### config.mk
export PLATFORM = sky130hd
export DESIGN_NAME = sorted_key_table_flat
export DESIGN_NICKNAME = d
export VERILOG_FILES = /design/src/hdl/skt_pkg.sv /design/src/hdl/skt_if.sv /design/src/hdl/skt_engine.sv /design/src/hdl/sorted_key_table.sv /design/src/flat_wrapper.sv
export SDC_FILE = /design/constraint.sdc
export NUM_CORES = 2
export LEC_CHECK = 0
export BUFFER_PORTS_ARGS = -buffer_cell sky130_fd_sc_hd__buf_2
export CORE_ASPECT_RATIO = 0.75
export CORE_MARGIN = 10
export CORE_UTILIZATION = 55
export DETAILED_ROUTE_END_ITERATION = 7
export HOLD_SLACK_MARGIN = 0.15
export PLACE_DENSITY = 0.71
export SLEW_MARGIN = 20
export SYNTH_ARGS = -nofsm -noshare
export SYNTH_HDL_FRONTEND = slang
export SYNTH_SLANG_ARGS = --single-unit
### constraint.sdc
create_clock -name clock -period 20.2 [get_ports clock]
set_clock_uncertainty 0.1 [all_clocks]
set_input_delay 4.04 -clock clock [delete_from_list [all_inputs] [get_ports clock]]
set_output_delay 4.04 -clock clock [all_outputs]
set_load 0.02 [all_outputs]
### src/hdl/skt_pkg.sv
// Package for the sorted key table: sizes, field widths, codes and shared types.
// Depends on nothing; every other file of the block imports it.
`timescale 1ns / 1ps
`default_nettype none

package skt_pkg;

   localparam int CAPACITY      = 16;
   localparam int DATA_BITS     = 64;
   localparam int KEY_W         = 32;
   localparam int REC_W         = 64;
   localparam int STATUS_W      = 2;
   localparam int COUNT_FIELD_W = 5;
   localparam int IDX_W         = $clog2(CAPACITY);
   localparam int CNT_W         = $clog2(CAPACITY + 1);

   typedef enum logic {
      KIND_INSERT = 1'b0,
      KIND_FIND   = 1'b1
   } kind_type;

   typedef enum logic [STATUS_W-1:0] {
      STATUS_INSERTED  = 2'd0,
      STATUS_FOUND     = 2'd1,
      STATUS_NOT_FOUND = 2'd2,
      STATUS_FULL      = 2'd3
   } status_type;

   typedef enum logic [2:0] {
      S_IDLE,
      S_INSERT,
      S_PLACE,
      S_FIND,
      S_DONE
   } state_type;

   typedef struct packed {
      logic signed [KEY_W-1:0] key;
      logic [DATA_BITS-1:0]    data;
   } entry_type;

   typedef struct packed {
      kind_type                kind;
      logic signed [KEY_W-1:0] key;
      logic [DATA_BITS-1:0]    data;
   } cmd_type;

   typedef struct packed {
      status_type               status;
      logic [REC_W-1:0]         found_data;
      logic [COUNT_FIELD_W-1:0] entry_count;
   } result_type;

endpackage

`default_nettype wire

### src/hdl/skt_if.sv
// Request and response channel interfaces of the sorted key table.
// Depends on skt_pkg for the field widths.
`timescale 1ns / 1ps
`default_nettype none

interface skt_req_if
   import skt_pkg::*;
   ();
   logic                    valid;
   logic                    ready;
   logic                    kind;
   logic signed [KEY_W-1:0] key;
   logic [REC_W-1:0]        record_data;

   modport source (output valid, output kind, output key, output record_data, input ready);
   modport sink   (input valid, input kind, input key, input record_data, output ready);
endinterface

interface skt_rsp_if
   import skt_pkg::*;
   ();
   logic                     valid;
   logic                     ready;
   logic [STATUS_W-1:0]      status;
   logic [REC_W-1:0]         found_data;
   logic [COUNT_FIELD_W-1:0] entry_count;

   modport source (output valid, output status, output found_data, output entry_count,
                   input ready);
   modport sink   (input valid, input status, input found_data, input entry_count,
                   output ready);
endinterface

`default_nettype wire

### src/hdl/skt_engine.sv
// Table engine: entry memory, fill count and the sequencer that scans and shifts entries.
// Depends on skt_pkg.
`timescale 1ns / 1ps
`default_nettype none

module skt_engine
   import skt_pkg::*;
   (
   input  wire logic       clock,
   input  wire logic       reset,
   input  wire logic       start_valid,
   output logic            start_ready,
   input  wire cmd_type    cmd,
   output logic            result_valid,
   input  wire logic       result_ready,
   output result_type      result
   );

   entry_type mem [CAPACITY];
   entry_type rd_q_ff;

   state_type state_ff, state_in;
   logic [CNT_W-1:0] count_ff, count_in;
   logic [IDX_W-1:0] idx_ff, idx_in;
   logic signed [KEY_W-1:0] key_ff, key_in;
   logic [DATA_BITS-1:0] data_ff, data_in;
   logic [DATA_BITS-1:0] found_ff, found_in;
   status_type status_ff, status_in;

   logic rd_en;
   logic [IDX_W-1:0] rd_addr;
   logic wr_en;
   logic [IDX_W-1:0] wr_addr;
   entry_type wr_entry;

   logic is_full, is_empty, key_lt, key_eq, at_first, at_last;
   logic [IDX_W-1:0] last_idx;

   assign is_full  = (count_ff == CNT_W'(CAPACITY));
   assign is_empty = (count_ff == '0);
   assign last_idx = IDX_W'(count_ff - CNT_W'(1));
   assign key_lt   = (key_ff < rd_q_ff.key);
   assign key_eq   = (key_ff == rd_q_ff.key);
   assign at_first = (idx_ff == '0);
   assign at_last  = ((CNT_W'(idx_ff) + CNT_W'(1)) == count_ff);

   always_comb begin
      state_in = state_ff;
      case (state_ff)
         S_IDLE: begin
            if (start_valid) begin
               if (cmd.kind == KIND_INSERT) begin
                  state_in = (is_full || is_empty) ? S_DONE : S_INSERT;
               end else begin
                  state_in = is_empty ? S_DONE : S_FIND;
               end
            end
         end
         S_INSERT: begin
            if (!key_lt) begin
               state_in = S_DONE;
            end else if (at_first) begin
               state_in = S_PLACE;
            end
         end
         S_PLACE: state_in = S_DONE;
         S_FIND: begin
            if (key_eq || at_last) begin
               state_in = S_DONE;
            end
         end
         S_DONE: begin
            if (result_ready) begin
               state_in = S_IDLE;
            end
         end
         default: state_in = S_IDLE;
      endcase
   end

   always_comb begin
      start_ready  = 1'b0;
      result_valid = 1'b0;
      rd_en        = 1'b0;
      rd_addr      = idx_ff;
      wr_en        = 1'b0;
      wr_addr      = '0;
      wr_entry     = '{key: key_ff, data: data_ff};
      idx_in       = idx_ff;
      count_in     = count_ff;
      key_in       = key_ff;
      data_in      = data_ff;
      found_in     = found_ff;
      status_in    = status_ff;
      case (state_ff)
         S_IDLE: begin
            start_ready = 1'b1;
            if (start_valid) begin
               key_in   = cmd.key;
               data_in  = cmd.data;
               found_in = '0;
               if (cmd.kind == KIND_INSERT) begin
                  status_in = STATUS_INSERTED;
                  if (is_full) begin
                     status_in = STATUS_FULL;
                  end else if (is_empty) begin
                     wr_en    = 1'b1;
                     wr_entry = '{key: cmd.key, data: cmd.data};
                     count_in = count_ff + CNT_W'(1);
                  end else begin
                     rd_en   = 1'b1;
                     rd_addr = last_idx;
                     idx_in  = last_idx;
                  end
               end else begin
                  status_in = STATUS_NOT_FOUND;
                  if (!is_empty) begin
                     rd_en   = 1'b1;
                     rd_addr = '0;
                     idx_in  = '0;
                  end
               end
            end
         end
         S_INSERT: begin
            wr_en   = 1'b1;
            wr_addr = idx_ff + IDX_W'(1);
            if (key_lt) begin
               wr_entry = rd_q_ff;
               if (!at_first) begin
                  rd_en   = 1'b1;
                  rd_addr = idx_ff - IDX_W'(1);
                  idx_in  = idx_ff - IDX_W'(1);
               end
            end else begin
               count_in = count_ff + CNT_W'(1);
            end
         end
         S_PLACE: begin
            wr_en    = 1'b1;
            count_in = count_ff + CNT_W'(1);
         end
         S_FIND: begin
            if (key_eq) begin
               status_in = STATUS_FOUND;
               found_in  = rd_q_ff.data;
            end else if (!at_last) begin
               rd_en   = 1'b1;
               rd_addr = idx_ff + IDX_W'(1);
               idx_in  = idx_ff + IDX_W'(1);
            end
         end
         S_DONE: result_valid = 1'b1;
         default: ;
      endcase
   end

   always_ff @(posedge clock) begin
      if (wr_en) begin
         mem[wr_addr] <= wr_entry;
      end
      if (rd_en) begin
         rd_q_ff <= mem[rd_addr];
      end
   end

   always_ff @(posedge clock) begin
      if (reset) begin
         state_ff <= S_IDLE;
         count_ff <= '0;
      end else begin
         state_ff <= state_in;
         count_ff <= count_in;
      end
   end

   always_ff @(posedge clock) begin
      idx_ff    <= idx_in;
      key_ff    <= key_in;
      data_ff   <= data_in;
      found_ff  <= found_in;
      status_ff <= status_in;
   end

   assign result.status      = status_ff;
   assign result.found_data  = REC_W'(found_ff);
   assign result.entry_count = COUNT_FIELD_W'(count_ff);

endmodule

`default_nettype wire

### src/hdl/sorted_key_table.sv
// Top level of the sorted key table: request intake, table engine and response register.
// Depends on skt_pkg, skt_if and skt_engine.
//
// The block keeps up to CAPACITY records in ascending signed key order. A request on
// req_bus either inserts its key and record_data after every entry with a key less than
// or equal to it, or finds the first entry with an equal key. Each request yields exactly
// one response on rsp_bus with a status, the found payload (zero unless found) and the
// number of stored entries afterward. An insert into a full table stores nothing and
// reports the full status.
// One request is worked on at a time. An insert reads the entries one per cycle from the
// end of the table toward its position, moving each one up a place as it goes; a find
// reads from the front one entry per cycle until the first match.
// The response sits in an output register, so the next request is accepted and worked
// on while a stalled response waits; the engine holds its own finished result until
// that register is free again.
// Synchronous reset empties the table and drops any pending response.
`timescale 1ns / 1ps
`default_nettype none

module sorted_key_table
   import skt_pkg::*;
   (
   input wire logic clock,
   input wire logic reset,
   skt_req_if.sink   req_bus,
   skt_rsp_if.source rsp_bus
   );

   cmd_type    cmd;
   result_type result;
   logic       result_valid;
   logic       result_ready;
   logic       start_ready;

   logic       rsp_valid_ff, rsp_valid_in;
   result_type rsp_data_ff, rsp_data_in;

   assign cmd.kind = kind_type'(req_bus.kind);
   assign cmd.key  = req_bus.key;
   assign cmd.data = req_bus.record_data[DATA_BITS-1:0];
   assign req_bus.ready = start_ready;

   skt_engine u_engine (
      .clock        (clock),
      .reset        (reset),
      .start_valid  (req_bus.valid),
      .start_ready  (start_ready),
      .cmd          (cmd),
      .result_valid (result_valid),
      .result_ready (result_ready),
      .result       (result)
   );

   assign result_ready = !rsp_valid_ff || rsp_bus.ready;

   always_comb begin
      rsp_valid_in = rsp_valid_ff;
      rsp_data_in  = rsp_data_ff;
      if (result_valid && result_ready) begin
         rsp_valid_in = 1'b1;
         rsp_data_in  = result;
      end else if (rsp_bus.ready) begin
         rsp_valid_in = 1'b0;
      end
   end

   always_ff @(posedge clock) begin
      if (reset) begin
         rsp_valid_ff <= 1'b0;
      end else begin
         rsp_valid_ff <= rsp_valid_in;
      end
   end

   always_ff @(posedge clock) begin
      rsp_data_ff <= rsp_data_in;
   end

   assign rsp_bus.valid       = rsp_valid_ff;
   assign rsp_bus.status      = rsp_data_ff.status;
   assign rsp_bus.found_data  = rsp_data_ff.found_data;
   assign rsp_bus.entry_count = rsp_data_ff.entry_count;

endmodule

`default_nettype wire

### src/flat_wrapper.sv
// flat-port wrapper written by rule: the top's interface ports become plain ports
module sorted_key_table_flat import skt_pkg::*;
  (clock, reset, req_bus_valid, req_bus_kind, req_bus_key, req_bus_record_data, req_bus_ready, rsp_bus_valid, rsp_bus_status, rsp_bus_found_data, rsp_bus_entry_count, rsp_bus_ready);
  skt_req_if req_bus_i ();
  skt_rsp_if rsp_bus_i ();
  input wire logic clock;
  input wire logic reset;
  input wire logic [$bits(req_bus_i.valid)-1:0] req_bus_valid;
  input wire logic [$bits(req_bus_i.kind)-1:0] req_bus_kind;
  input wire logic [$bits(req_bus_i.key)-1:0] req_bus_key;
  input wire logic [$bits(req_bus_i.record_data)-1:0] req_bus_record_data;
  output wire logic [$bits(req_bus_i.ready)-1:0] req_bus_ready;
  output wire logic [$bits(rsp_bus_i.valid)-1:0] rsp_bus_valid;
  output wire logic [$bits(rsp_bus_i.status)-1:0] rsp_bus_status;
  output wire logic [$bits(rsp_bus_i.found_data)-1:0] rsp_bus_found_data;
  output wire logic [$bits(rsp_bus_i.entry_count)-1:0] rsp_bus_entry_count;
  input wire logic [$bits(rsp_bus_i.ready)-1:0] rsp_bus_ready;
  assign req_bus_i.valid = req_bus_valid;
  assign req_bus_i.kind = req_bus_kind;
  assign req_bus_i.key = req_bus_key;
  assign req_bus_i.record_data = req_bus_record_data;
  assign req_bus_ready = req_bus_i.ready;
  assign rsp_bus_valid = rsp_bus_i.valid;
  assign rsp_bus_status = rsp_bus_i.status;
  assign rsp_bus_found_data = rsp_bus_i.found_data;
  assign rsp_bus_entry_count = rsp_bus_i.entry_count;
  assign rsp_bus_i.ready = rsp_bus_ready;
  sorted_key_table u_core (.clock(clock), .reset(reset), .req_bus(req_bus_i), .rsp_bus(rsp_bus_i));
endmodule
==> flow_metrics.tcl <==
set metrics [dict create \
    yosysTopAreaCell "edfxtp_1" \
    avgViaCountPerCell 6.306 \
    wl_met2_mm 86.28 \
    grt_pass1_wl_mm 261.7 \
    portBuffers 173 \
    setup_slack_ns 11.86 \
    r2r_slack_ns 13.00 \
    overflow 0 \
    min_from "u_core.u_engine.found_ff[37]" \
    min_period_ns 8.336 \
    ys.flop_type "edfxtp_1" \
    final_common_cell "edfxtp_1" \
    yosysTopAreaCellShare_pct 77.13 \
    grt_pass1_vias 37937 \
    rr_startpoint "u_core.u_engine.key_ff[31]" \
    mostFrequentLayoutCells "edfxtp_1 (1865), mux2i_1 (770), o22ai_1 (388)" \
    status "finished, final reports clean" \
    antenna_found_initial 22 \
    r2r-end "u_core.u_engine.rd_q_ff[19]" \
    top_layer_used "met5" \
    power_mw 13.93 \
    synth-seq-cells 1878 \
    synth_xor_area_share_pct 0.1999 \
    setup_viol 0 \
    yosysUniqueCellTypes 63 \
    cts_made_buffers 171 \
    ys_top_cells_by_area "edfxtp_1 (77%), mux2i_1 (11%), o22ai_1 (3.3%)" \
    hold_violations 0 \
    dp_hpwl_mm 87.20 \
    drv_cap 0 \
    synth_edf_count 1865 \
    grt_usage_pct 24.12 \
    worstRegToRegCells 13 \
    worstMarginPinSlew_ns 1.211 \
    cts_setup_buffers 0 \
    drc_errors 0 \
    place_area_um2 76080 \
    met3_length_mm 19.00 \
    hold_buffers 0 \
    synth_compound_area_share_pct 6.239 \
    final_area_um2 81500 \
    synth_nets 4242 \
    worstSetupPathType "input port to flop" \
    first_iter_violations 5096 \
    clock_path_buffers 3 \
    cp-start-kind "input port" \
    io_pins 174 \
    cts_resized 0 \
    fmaxAchievable_ghz 0.1200 \
    hold_depth 0 \
    p_per_area_nw_per_um2 171.0 \
    min_path_type "flop to flop" \
    die_h_um 334.7 \
    clock_latency_ns 0.82 \
    rsz0062_at_grt "no" \
    final_max_slew_viol_count 0 \
    die_w_um 439.6 \
    yosys_warnings 0 \
    irDropWorstVdd_mv 0.2579 \
    cts_sinks 1878 \
    wire_per_inst_um 29.05 \
    crit_arrival_ns 8.77 \
    path_clk_slew_ns 0.06 \
    setup_tns_ns 0 \
    m1WireLength_mm 73.25 \
    period_share_pct 41.27 \
    synth-adder-area-share_pct 0.6375 \
    area.sequential_um2 56260 \
    worstPathMaxFanout 140 \
    endpoint_kind "flop" \
    area_growth_pct 12.24 \
    multi_input_area_um2 14990 \
    antenna_left 0 \
    die_area_um2 147100 \
    fin_hold_ws_ns 0.3142 \
    num_vias 39592 \
    drive_gt1_share_pct 13.71 \
    design.core.area_um2 131100 \
    nFillCells 9083 \
    p_leak_nw 28.68 \
    globalplace.congestion 0.8081 \
    dp_cells 5957 \
    ys_seq_area_share_pct 77.48 \
    grt_max_degree 141 \
    synth_top_family_by_area "multiplexers" \
    rows 115 \
    post-place-ws_ns 11.11 \
    clock-root-buffer "clkbuf_16" \
    synth_simple_gate_area_share_pct 2.588 \
    synthArstFlopShare_pct 0 \
    start_util_pct 55.40 \
    finish.utilization_pct 62.18 \
    worst_slew_margin_rel_pct 19.26 \
    netlist_instances 4104 \
    h-tree-depth 4 \
    required_ns 20.64 \
    synth_mux_area_share_pct 10.61 \
    drt-pass1-iter-count 6 \
    cts_tree "built" \
    syn-cell-area_um2 72610 \
    min_to "u_core.rsp_bus.found_data[37]" \
    avgSynthCellArea_um2 17.69 \
    postRouteWirelength_mm 182.4 \
    fin_cells 6278 \
    nNetsFinal 4513 \
]
layer usage:
layer / vias up / GRT usage, %
met5: - / 0
met4: 4 / 6.741
met3: 308 / 4.496
met2: 2224 / 38.26
met1: 20055 / 34.33
li1: 17001 / -
state kept, by name, summed over array words and instances, names as in the netlist, 5 cells and up:
signal                      count
u_core.u_engine.data_ff        64
u_core.u_engine.key_ff         32
u_core.rsp_bus.found_data      64
u_core.u_engine.rd_q_ff        96
u_core.rsp_bus.entry_count      5
u_core.u_engine.count_ff        5
u_core.u_engine.mem          1536
u_core.u_engine.found_ff       64
cells by family after synthesis:
group / after synthesis
DFF: 1878
muxes: 770
AOI/OAI and AO/OA: 733
buffers and inverters: 366
and+or+nand+nor: 306
adders and majority gates: 37
xor gates and xnor gates: 14
cells in the mapped netlist, types with 7 or more instances:
master       n
and2_1      65
clkbuf_1    75
nand4_1     10
o22ai_1    388
edfxtp_1  1865
o21ai_0    100
nor3_1      12
xor2_1       8
buf_2      116
ha_1        37
a21oi_1    122
buf_1       17
buf_6        8
nand3_1     12
or4_1       96
a22oi_1     94
dfxtp_1     13
buf_4       12
inv_1      136
or3_1        7
nor2_1      43
nand2_1     33
mux2i_1    770
layout make-up:
type	count	share of cell area, %
multi-input combinational	1860	18.39
clock inverter	110	1.141
tap	1755	2.694
antenna	7	0.02149
clock buffer	204	5.480
timing repair buffer	326	2.599
inverter	138	0.6417
sequential	1878	69.03
how the worst max path moves through the flow:
stage            startpoint                          end  slack (ns)  cells after the start
2_1_floorplan  req_bus_kind    u_core.u_engine.mem[8][0]        8.15                      6
3_3_place_gp   req_bus_kind  u_core.u_engine.rd_q_ff[41]       11.17                     12
3_5_place_dp   req_bus_kind  u_core.u_engine.rd_q_ff[45]       11.11                     12
4_1_cts        req_bus_kind  u_core.u_engine.rd_q_ff[38]       11.98                     12
5_1_grt        req_bus_kind  u_core.u_engine.rd_q_ff[44]       11.55                     12
6_report       req_bus_kind  u_core.u_engine.rd_q_ff[19]       11.86                     12
where the power goes:
part / total (mW) / switching (mW) / internal (mW)
registers: 5.61 / 0.172 / 5.43
logic: 5.18 / 3.28 / 1.90
clock network: 3.15 / 1.41 / 1.74
total: 13.9 / 4.86 / 9.07
worst max-delay path: stages:
cell	delay, ns
buf_2	0.16
nor4b_1	0.40
o21ai_0	0.13
nand2_1	0.10
o32ai_1	0.13
a31oi_4	0.19
buf_12	0.63
buf_4	0.88
buf_12	0.75
mux2i_1	0.29
o22ai_1	0.11
or4_1	0.55
(Power assumes the default switching activity.)
